[src/rtl/dotq_pkg.sv]
// ----------------------------------------------------------------------------
// dotq_pkg
// Shared types and constants for the deadline ordered task queue.
// ----------------------------------------------------------------------------
package dotq_pkg;

  localparam int QUEUE_DEPTH_DEF = 16;
  localparam int ID_W            = 4;
  localparam int DL_W            = 32;

  typedef enum logic [1:0] {
    OP_INSERT  = 2'd0,
    OP_EXTRACT = 2'd1,
    OP_REMOVE  = 2'd2,
    OP_NOP     = 2'd3
  } op_t;

  typedef enum logic [1:0] {
    ST_OK       = 2'd0,
    ST_FULL     = 2'd1,
    ST_EMPTY    = 2'd2,
    ST_NOTFOUND = 2'd3
  } status_t;

  typedef struct packed {
    logic [ID_W-1:0] id;
    logic [DL_W-1:0] dl;
  } entry_t;

endpackage

[src/rtl/dotq_store.sv]
// ----------------------------------------------------------------------------
// dotq_store
// Slot memory: one write port, one read port with registered read data.
// ----------------------------------------------------------------------------
module dotq_store #(
  parameter int QUEUE_DEPTH = dotq_pkg::QUEUE_DEPTH_DEF,
  parameter int AW          = $clog2(QUEUE_DEPTH)
) (
  input  logic             clk,
  input  logic             wr_en,
  input  logic [AW-1:0]    wr_addr,
  input  dotq_pkg::entry_t wr_entry,
  input  logic [AW-1:0]    rd_addr,
  output dotq_pkg::entry_t rd_entry
);
  import dotq_pkg::*;

  entry_t mem [QUEUE_DEPTH];

  always_ff @(posedge clk) begin
    if (wr_en) begin
      mem[wr_addr] <= wr_entry;
    end
  end

  always_ff @(posedge clk) begin
    rd_entry <= mem[rd_addr];
  end

endmodule

[src/rtl/dotq_seq.sv]
// ----------------------------------------------------------------------------
// dotq_seq
// Request sequencer: walks the slot memory one slot a cycle with a single
// compare unit, shifting entries as it goes, then reports the head.
// ----------------------------------------------------------------------------
module dotq_seq #(
  parameter int QUEUE_DEPTH = dotq_pkg::QUEUE_DEPTH_DEF,
  parameter int AW          = $clog2(QUEUE_DEPTH),
  parameter int CW          = $clog2(QUEUE_DEPTH + 1)
) (
  input  logic                      clk,
  input  logic                      rst,
  input  logic                      fifo_mode,
  input  logic                      start,
  output logic                      busy,
  input  logic [1:0]                op,
  input  logic [dotq_pkg::ID_W-1:0] task_id,
  input  logic [dotq_pkg::DL_W-1:0] deadline,
  output logic                      done,
  output logic [1:0]                status,
  output logic [dotq_pkg::ID_W-1:0] out_task_id,
  output logic [dotq_pkg::DL_W-1:0] out_deadline,
  output logic                      head_valid,
  output logic [dotq_pkg::ID_W-1:0] head_task_id,
  output logic [dotq_pkg::DL_W-1:0] head_deadline,
  output logic [CW-1:0]             entry_count,
  output logic                      wr_en,
  output logic [AW-1:0]             wr_addr,
  output dotq_pkg::entry_t          wr_entry,
  output logic [AW-1:0]             rd_addr,
  input  dotq_pkg::entry_t          rd_entry
);
  import dotq_pkg::*;

  typedef enum logic [2:0] {
    S_IDLE,
    S_INS,
    S_INS_PUT,
    S_REM,
    S_HEAD,
    S_RESP
  } state_t;

  localparam logic [CW-1:0] FULL_CNT = CW'(QUEUE_DEPTH);

  state_t          state;
  logic [CW-1:0]   occ;
  logic [AW-1:0]   ptr;
  op_t             op_q;
  entry_t          new_q;
  logic            found;
  status_t         status_q;
  entry_t          taken;
  entry_t          carry;

  op_t             op_in;
  entry_t          new_in;
  logic [AW-1:0]   last_idx;
  logic            ins_direct;
  logic            later;
  logic            match;
  logic            last;

  assign op_in      = op_t'(op);
  assign new_in     = '{id: task_id, dl: deadline};
  assign last_idx   = AW'(occ - CW'(1));
  assign ins_direct = fifo_mode || (occ == '0);
  assign later      = new_q.dl < rd_entry.dl;
  assign match      = (op_q == OP_EXTRACT) ? (ptr == '0) : (rd_entry.id == new_q.id);
  assign last       = (ptr == last_idx);
  assign busy       = (state != S_IDLE);

  always_comb begin
    wr_en    = 1'b0;
    wr_addr  = ptr;
    wr_entry = new_q;
    rd_addr  = '0;
    unique case (state)
      S_IDLE: begin
        if (start && op_in == OP_INSERT && occ != FULL_CNT) begin
          if (ins_direct) begin
            wr_en    = 1'b1;
            wr_addr  = AW'(occ);
            wr_entry = new_in;
          end
        end
      end
      S_INS: begin
        wr_en    = found || later;
        wr_addr  = ptr;
        wr_entry = found ? carry : new_q;
        rd_addr  = ptr + AW'(1);
      end
      S_INS_PUT: begin
        wr_en    = 1'b1;
        wr_addr  = AW'(occ);
        wr_entry = found ? carry : new_q;
      end
      S_REM: begin
        wr_en    = found;
        wr_addr  = ptr - AW'(1);
        wr_entry = rd_entry;
        rd_addr  = ptr + AW'(1);
      end
      S_HEAD: begin
        rd_addr = '0;
      end
      S_RESP: begin
        rd_addr = '0;
      end
      default: begin
        rd_addr = '0;
      end
    endcase
  end

  always_ff @(posedge clk) begin
    if (rst) begin
      state <= S_IDLE;
      occ   <= '0;
      done  <= 1'b0;
    end else begin
      done <= 1'b0;
      unique case (state)
        S_IDLE: begin
          if (start) begin
            op_q     <= op_in;
            new_q    <= new_in;
            found    <= 1'b0;
            status_q <= ST_OK;
            taken    <= '0;
            priority case (op_in)
              OP_INSERT: begin
                if (occ == FULL_CNT) begin
                  status_q <= ST_FULL;
                  state    <= S_HEAD;
                end else if (ins_direct) begin
                  occ   <= occ + CW'(1);
                  state <= S_HEAD;
                end else begin
                  ptr   <= '0;
                  state <= S_INS;
                end
              end
              OP_EXTRACT, OP_REMOVE: begin
                if (occ == '0) begin
                  status_q <= ST_EMPTY;
                  state    <= S_HEAD;
                end else begin
                  ptr   <= '0;
                  state <= S_REM;
                end
              end
              default: begin
                state <= S_HEAD;
              end
            endcase
          end
        end
        S_INS: begin
          if (found || later) begin
            found <= 1'b1;
            carry <= rd_entry;
          end
          if (last) begin
            state <= S_INS_PUT;
          end else begin
            ptr <= ptr + AW'(1);
          end
        end
        S_INS_PUT: begin
          occ   <= occ + CW'(1);
          state <= S_HEAD;
        end
        S_REM: begin
          if (!found && match) begin
            found <= 1'b1;
            taken <= rd_entry;
          end
          if (last) begin
            if (found || match) begin
              occ <= occ - CW'(1);
            end else begin
              status_q <= ST_NOTFOUND;
            end
            state <= S_HEAD;
          end else begin
            ptr <= ptr + AW'(1);
          end
        end
        S_HEAD: begin
          state <= S_RESP;
        end
        S_RESP: begin
          done          <= 1'b1;
          status        <= status_q;
          out_task_id   <= taken.id;
          out_deadline  <= taken.dl;
          head_valid    <= (occ != '0);
          head_task_id  <= (occ != '0) ? rd_entry.id : '0;
          head_deadline <= (occ != '0) ? rd_entry.dl : '0;
          entry_count   <= occ;
          state         <= S_IDLE;
        end
        default: begin
          state <= S_IDLE;
        end
      endcase
    end
  end

endmodule

[src/rtl/deadline_ordered_task_queue.sv]
// ----------------------------------------------------------------------------
// deadline_ordered_task_queue
// Bounded task queue ordered by deadline (ties in arrival order) or FIFO.
// ----------------------------------------------------------------------------
// A request is taken when start is high and busy is low; its single result
// appears on the result ports for one cycle with done high and cannot be
// stalled. A request walks the slots it needs, then reads the head: a sorted
// insert walks every held slot from the head, moving later entries up by one,
// then the tail slot; an extract or remove walks every held slot from the
// head; FIFO inserts and refused requests walk none.
// The walk is set by the slot memory, which moves one entry per cycle.
// fifo_mode may only be written while busy is low and no result is pending.
module deadline_ordered_task_queue #(
  parameter int QUEUE_DEPTH = dotq_pkg::QUEUE_DEPTH_DEF,
  parameter int AW          = $clog2(QUEUE_DEPTH),
  parameter int CW          = $clog2(QUEUE_DEPTH + 1)
) (
  input  logic                      clk,
  input  logic                      rst,
  input  logic                      cfg_we,
  input  logic                      cfg_wdata,
  input  logic                      start,
  output logic                      busy,
  input  logic [1:0]                op,
  input  logic [dotq_pkg::ID_W-1:0] task_id,
  input  logic [dotq_pkg::DL_W-1:0] deadline,
  output logic                      done,
  output logic [1:0]                status,
  output logic [dotq_pkg::ID_W-1:0] out_task_id,
  output logic [dotq_pkg::DL_W-1:0] out_deadline,
  output logic                      head_valid,
  output logic [dotq_pkg::ID_W-1:0] head_task_id,
  output logic [dotq_pkg::DL_W-1:0] head_deadline,
  output logic [CW-1:0]             entry_count
);
  import dotq_pkg::*;

  logic          fifo_mode;
  logic          wr_en;
  logic [AW-1:0] wr_addr;
  entry_t        wr_entry;
  logic [AW-1:0] rd_addr;
  entry_t        rd_entry;

  always_ff @(posedge clk) begin
    if (rst) begin
      fifo_mode <= 1'b0;
    end else if (cfg_we) begin
      fifo_mode <= cfg_wdata;
    end
  end

  dotq_seq #(
    .QUEUE_DEPTH (QUEUE_DEPTH),
    .AW          (AW),
    .CW          (CW)
  ) u_seq (
    .clk           (clk),
    .rst           (rst),
    .fifo_mode     (fifo_mode),
    .start         (start),
    .busy          (busy),
    .op            (op),
    .task_id       (task_id),
    .deadline      (deadline),
    .done          (done),
    .status        (status),
    .out_task_id   (out_task_id),
    .out_deadline  (out_deadline),
    .head_valid    (head_valid),
    .head_task_id  (head_task_id),
    .head_deadline (head_deadline),
    .entry_count   (entry_count),
    .wr_en         (wr_en),
    .wr_addr       (wr_addr),
    .wr_entry      (wr_entry),
    .rd_addr       (rd_addr),
    .rd_entry      (rd_entry)
  );

  dotq_store #(
    .QUEUE_DEPTH (QUEUE_DEPTH),
    .AW          (AW)
  ) u_store (
    .clk      (clk),
    .wr_en    (wr_en),
    .wr_addr  (wr_addr),
    .wr_entry (wr_entry),
    .rd_addr  (rd_addr),
    .rd_entry (rd_entry)
  );

endmodule

[config.mk]
export PLATFORM = sky130hd
export DESIGN_NAME = deadline_ordered_task_queue
export DESIGN_NICKNAME = d
export VERILOG_FILES = /design/src/rtl/dotq_pkg.sv /design/src/rtl/dotq_store.sv /design/src/rtl/dotq_seq.sv /design/src/rtl/deadline_ordered_task_queue.sv
export SDC_FILE = /design/constraint.sdc
export NUM_CORES = 1
export LEC_CHECK = 0
export BUFFER_PORTS_ARGS = -buffer_cell sky130_fd_sc_hd__buf_4
export CAP_MARGIN = 20
export CELL_PAD_IN_SITES_DETAIL_PLACEMENT = 0
export CELL_PAD_IN_SITES_GLOBAL_PLACEMENT = 1
export CORE_AREA = 2 2 439 223
export CTS_CLUSTER_DIAMETER = 50
export DETAILED_ROUTE_END_ITERATION = 12
export DIE_AREA = 0 0 441 225
export MAX_ROUTING_LAYER = met4
export PLACE_DENSITY = 0.56
export RECOVER_POWER = 25
export SYNTH_ARGS = -nofsm -noshare
export SYNTH_HDL_FRONTEND = slang
export SYNTH_SLANG_ARGS = --single-unit
[constraint.sdc]
create_clock -name clk -period 9.6 [get_ports clk]
set_clock_uncertainty 0.1 [all_clocks]
set_input_delay 0 -clock clk [delete_from_list [all_inputs] [get_ports clk]]
set_output_delay 0 -clock clk [all_outputs]
set_load 0.01 [all_outputs]
======== Word-level counts from Yosys, hierarchy flattened ========
Memory sizes are Yosys's and may differ from the RTL's. A register that Yosys moved wholly into a read port is not among the register bits.
Cells that the tools add are included.
storage, ports and cells
  bits in registers ....................... 207
  bits in writable memories ............... 576
  output and inout bits ................... 82
  word-level logic and storage cells ...... 135
  memories ................................ 1
operators by class
  $add $sub $neg .......................... 4
  magnitude comparators ................... 1
  equality and inequality tests ........... 27
  muxes and demuxes ....................... 51
  bitwise gates (word level) .............. 1
  reductions and logical operators ........ 29
memories
  memory       words  width  read ports  clocked after Yosys merged registers in  write ports  line              text
  u_store.mem  16     36     1           1                                        1            dotq_store.sv:18  entry_t mem [QUEUE_DEPTH];
operators with widths
  kind                                            number
  two-way mux 36 bit                              5
  case mux 36 bit (3 select lines)                1
  case mux 36 bit (2 select lines)                1
  < comparator 32 bit                             1
  two-way mux 4 bit                               8
  two-way mux 5 bit                               6
  two-way mux 3 bit                               6
  case mux 4 bit (2 select lines)                 2
  case mux 3 bit (5 select lines)                 1
  case mux 5 bit (3 select lines)                 1
  != test 2 x 1 -> 1 bit (second input constant)  7
  case mux 4 bit (3 select lines)                 1
  two-way mux 1 bit                               10
  AND reduction 5 bit                             2
  != test 3 bit (second input constant)           3
  AND reduction 3 bit                             3
  nonzero test 3 bit                              3
  == test 4 bit                                   2
  two-way mux 2 bit                               4
  != test 2 bit (second input constant)           4
  case mux 2 bit (2 select lines)                 2
  AND reduction 8 bit                             1
  AND reduction 7 bit                             1
  == test 3 x 2 -> 1 bit (second input constant)  2
  27 further kinds                                36

======== Logic depth before layout (Yosys ltp) ========
  word-level depth ........................ 7
  mapped depth ............................ 11
  gate-level depth less buffers ........... 8

======== Cells and area by module ========
Synthesis repeated with hierarchy kept, for this count alone.
unflattened totals
  cell total of the unflattened synthesis .. 1661
  area, all modules ....................... 31559.0 um2
by module, submodules not included
  module                       instances  cells each  area an instance (um2)
  dotq_store                   1          938         22318.9
  dotq_seq                     1          720         9206.3
  deadline_ordered_task_queue  1          3           33.8

======== Least setup slack after synthesis ========
Ideal clock, no wire load.
  path type ............................... register -> register
  start point ............................. reg u_seq.state[0]
  end point ............................... reg u_seq.entry_count[0] (enable)
  arrival time ............................ 6.064 ns
  required time ........................... 8.884 ns
  setup slack ............................. 2.819 ns
  stages on the path, launching flop included .. 4
  path buffers ............................ 1
  path through ............................ dfxtp_1 buf_2 nand2_1 nor3_1
on the way
  word-level cells in the longest chain between the ends .. 2
RTL lines
  what                                  line             text
  start: declaration                    dotq_seq.sv:46   state_t state;
  start signal: assignment              dotq_seq.sv:119  state <= S_IDLE;
  start signal: assignment              dotq_seq.sv:136  state <= S_HEAD;
  start signal: assignment              dotq_seq.sv:139  state <= S_HEAD;
  == test 3 bit                         dotq_seq.sv:124  unique case (state)
  AND reduction 2 bit (no source line)  -
  end signal: assignment                dotq_seq.sv:202  entry_count <= occ;
  end: declaration                      dotq_seq.sv:26   output logic [CW-1:0] entry_count,
Every way passes these cells.
A chain may end at the register's enable or synchronous reset.

======== Worst setup path after layout ========
  start point ............................. reg u_seq.state[2]
  end point ............................... reg u_store.rd_entry[0] (netlist name)
on the way
  word-level cells in the longest chain between the ends .. 3
  elaborated cells between the ends (all ways) .. 4
RTL lines
  what                                                              line            text
  == test 3 x 1 -> 1 bit or == test 3 x 2 -> 1 bit (tied branches)  dotq_seq.sv:78  unique case (state)
  OR reduction 2 bit (no source line) (*)                           -
  two-way mux 4 bit (*)                                             -
Mark *: on every way between the ends. The rest lies on a longest branch, timed or not.

==> metrics.txt <==
CP max FO around 70; CTS max path bufs 3; RSZ-0062 raised after global routing false; Layout area overhead 17.5%; FF-to-FF path depth 8; final worst setup slack between 2000 and 3000 ps; hold depth 2; power share of the sequential group between 40% and 50%; Post-DP Area between 30000 and 40000 sq um; Vias/cell slightly above 5; Final nets 2403; final setup violation count 0; CTS tree done; worst slack at placement 5020 ps; WP data required between 9000 and 10000 ps; Max-slew headroom -139%; ratio of final minimum period to clock period 69.6%; Clock transition at path regs 70 ps; sw power approximately 3.8 mW; number of DRC markers in iteration 0 2125; H-tree levels 3; CP Class reg -> reg; PortBufs 124; Core ar. 95000 sq um; CP peak stage delay about 2800 ps; pin count of the biggest net entering global routing between 100 and 150; Fmax 150 MHz; fin area 37900 sq um; Gate Count Post-Synth 2116; status complete, but fails checks; PwrDens 303 nW/um^2; max-slew violations around 320; antenna-violating nets left 0; clock latency on the worst-skew pair 650 ps; WL/cell between 20 and 30 um; main area contributors after synthesis edfxtp_1 (72%), mux4_2 (5.0%), nand2_1 (3.6%); Hold WC Path Type in -> reg; Net Sw Frac 32.8%; gr usage total between 10% and 20%; Antenna Cells 0; Leak 12.6 nW; worst slew pin tran 3580 ps; DRT Pass-1 Iters 7; GRT overflow 0; layout cells sized above 1 12.0%; commonest non-fill, non-tap cells in the layout edfxtp_1 (773), nand2_1 (305), nor2_1 (190); number of global-route vias before repair approximately 19k; Synth cell types 61; number of buffers created by CTS 82; Worst Setup Start Kind flop; global-route wire length before repair 132000 um; worst-path cell chain nand2b_1 > inv_1 > nand2_4 > clkinvlp_2 > buf_4 > nor2_1 > or3_1 > o211ai_1; cell taking the most area after synthesis edfxtp_1; Die W about 440 um; sequential area share after synthesis 74.8%; Placer Congestion 0.828; # DRC 0; HPWL after DPL ~50000 um; VDD IR max between 0.15 and 0.2 mV; Logic pwr share 25.3%; Starting Density ~34%; most common cell after layout, fill and taps aside edfxtp_1; Fin. Hold Viols 0; Final Util 39.9%; Synth warnings 0; Async S/R FF share, synth 0%; Mean Syn Cell Area 15.2 sq um; failing checks capacitance limit, slew limit; die area 99200 sq um; minimum clock period 6680 ps; EDFF count, synth 773; synthesized cell area 32300 sq um; # Post-CTS Setup Buffers 0; final WL slightly above 90000 um; die height 225 um; CTS sink count 819; Int Pwr 7.72 mW; routed vias 18.9k; FF+latch count, synth 819; Most used DFF post-synth edfxtp_1; crit path DAT 7020 ps; Max Cap Viol 7; I/O pin count 125; Net Count, Synth 2196; post_cts resized 0; CP max-delay cell clkinvlp_2; clock power share 30.0%; initial antenna violation count 4; CTS root buffer clkbuf_16; area fraction of the dominant cell type after synthesis 71.9%; FP Rows 80; setup_tns 0 ps; Worst Setup End Kind flop
-- layer usage --
metal,global-route usage (%),part of all wire [%]
met1,27.8,48
met2,27.3,44
met3,3.45,6.3
met4,4.27,1.9
met5,-,0
-- timing repair --
item	4_1_cts	5_1_grt
endpoints found under the setup margin	0	0
endpoints found under the hold margin	56	0
hold buffers	75	0
-- cell usage after synthesis, drive strengths merged, types with 2 or more instances --
master and instances:
o31ai 3, ha 37, nor3 25, nand2b 9, o21ai 54, nand3 8
o21a 4, o21bai 5, nand4 4, a31oi 2, nor2b 10, a41oi 2
nor2 190, xnor2 9, xor2 4, a221o 38, dfxtp 46, mux4 72
nand2 308, a211oi 3, o211ai 38, nor3b 4, or4 2, a21oi 171
or3 39, o22ai 23, o31a 2, inv 44, and2 3, and3 6
and4 3, nand3b 4, mux2i 30, buf 54, clkbuf 61, edfxtp 773
a21o 13
-- cell type report --
cell class	count	area, sq um
fillers	8836	57100
flip-flops and latches	819	24100
multi-input cells	1138	7580
clock buffers	111	2310
well taps	1271	1590
repair buffers	238	1540
clock inverters	42	579
inverters	44	174
-- critical path, delay by kind of cell (launching register included) --
family          cells  cell delay, ps
compound gates      1             220
buf+inv             3            4450
simple gates        4            1080
flops               1             570
-- power groups by stage --
stage	clock, mW	combinational (mW)	sequential (mW)
final	3.45	2.90	5.14
after global routing	3.64	3.17	5.17
after CTS	3.51	2.93	5.12
after detailed placement	0	2.90	5.20
after global placement	0	2.87	5.19
after floorplan	0	1.77	5.07
-- per-stage QoR --
stage | hold WS (ps) | instances | total power [mW]
floorplan | -1.13 | 2116 | 6.84
global placement | 92.6 | 3435 | 8.06
detailed placement | 91.5 | 3435 | 8.10
CTS | 16.3 | 3663 | 11.6
global route | 52.9 | 3663 | 12.0
finish | 58.1 | 3663 | 11.5
-- cells by family (layout without fill, tap and decap cells) --
| family | Yosys count | count (layout) | share of synthesized area (%) |
|---|---|---|---|
| XOR/XNOR | 14 | 14 | 0.423 |
| AND/OR/NAND/NOR | 618 | 618 | 8.20 |
| AO/OA/AOI/OAI | 367 | 367 | 7.13 |
| buffers and inverters | 159 | 435 | 2.06 |
| multiplexers | 102 | 102 | 5.96 |
| flip-flops | 819 | 819 | 74.8 |
| adder cells (fa/ha/maj) | 37 | 37 | 1.43 |
-- state kept, by name, indices dropped and copies added, names as in the netlist, 5 cells and up --
signal               flops
u_seq.carry             36
u_seq.occ                5
u_store.mem            576
u_seq.out_deadline      32
u_seq.taken             36
u_seq.new_q             36
u_store.rd_entry        36
u_seq.head_deadline     32
u_seq.entry_count        5
-- final timing paths --
path                                 end            start  slack (ps)
setup / recovery     u_store.rd_entry[0]   u_seq.state[2]        2920
hold / removal           u_seq.new_q[23]     deadline[23]          60
setup reg to reg     u_store.rd_entry[0]   u_seq.state[2]        2920
hold reg to reg   u_seq.out_deadline[29]  u_seq.taken[29]         320
Note: power is estimated with default switching activity, not from simulation.
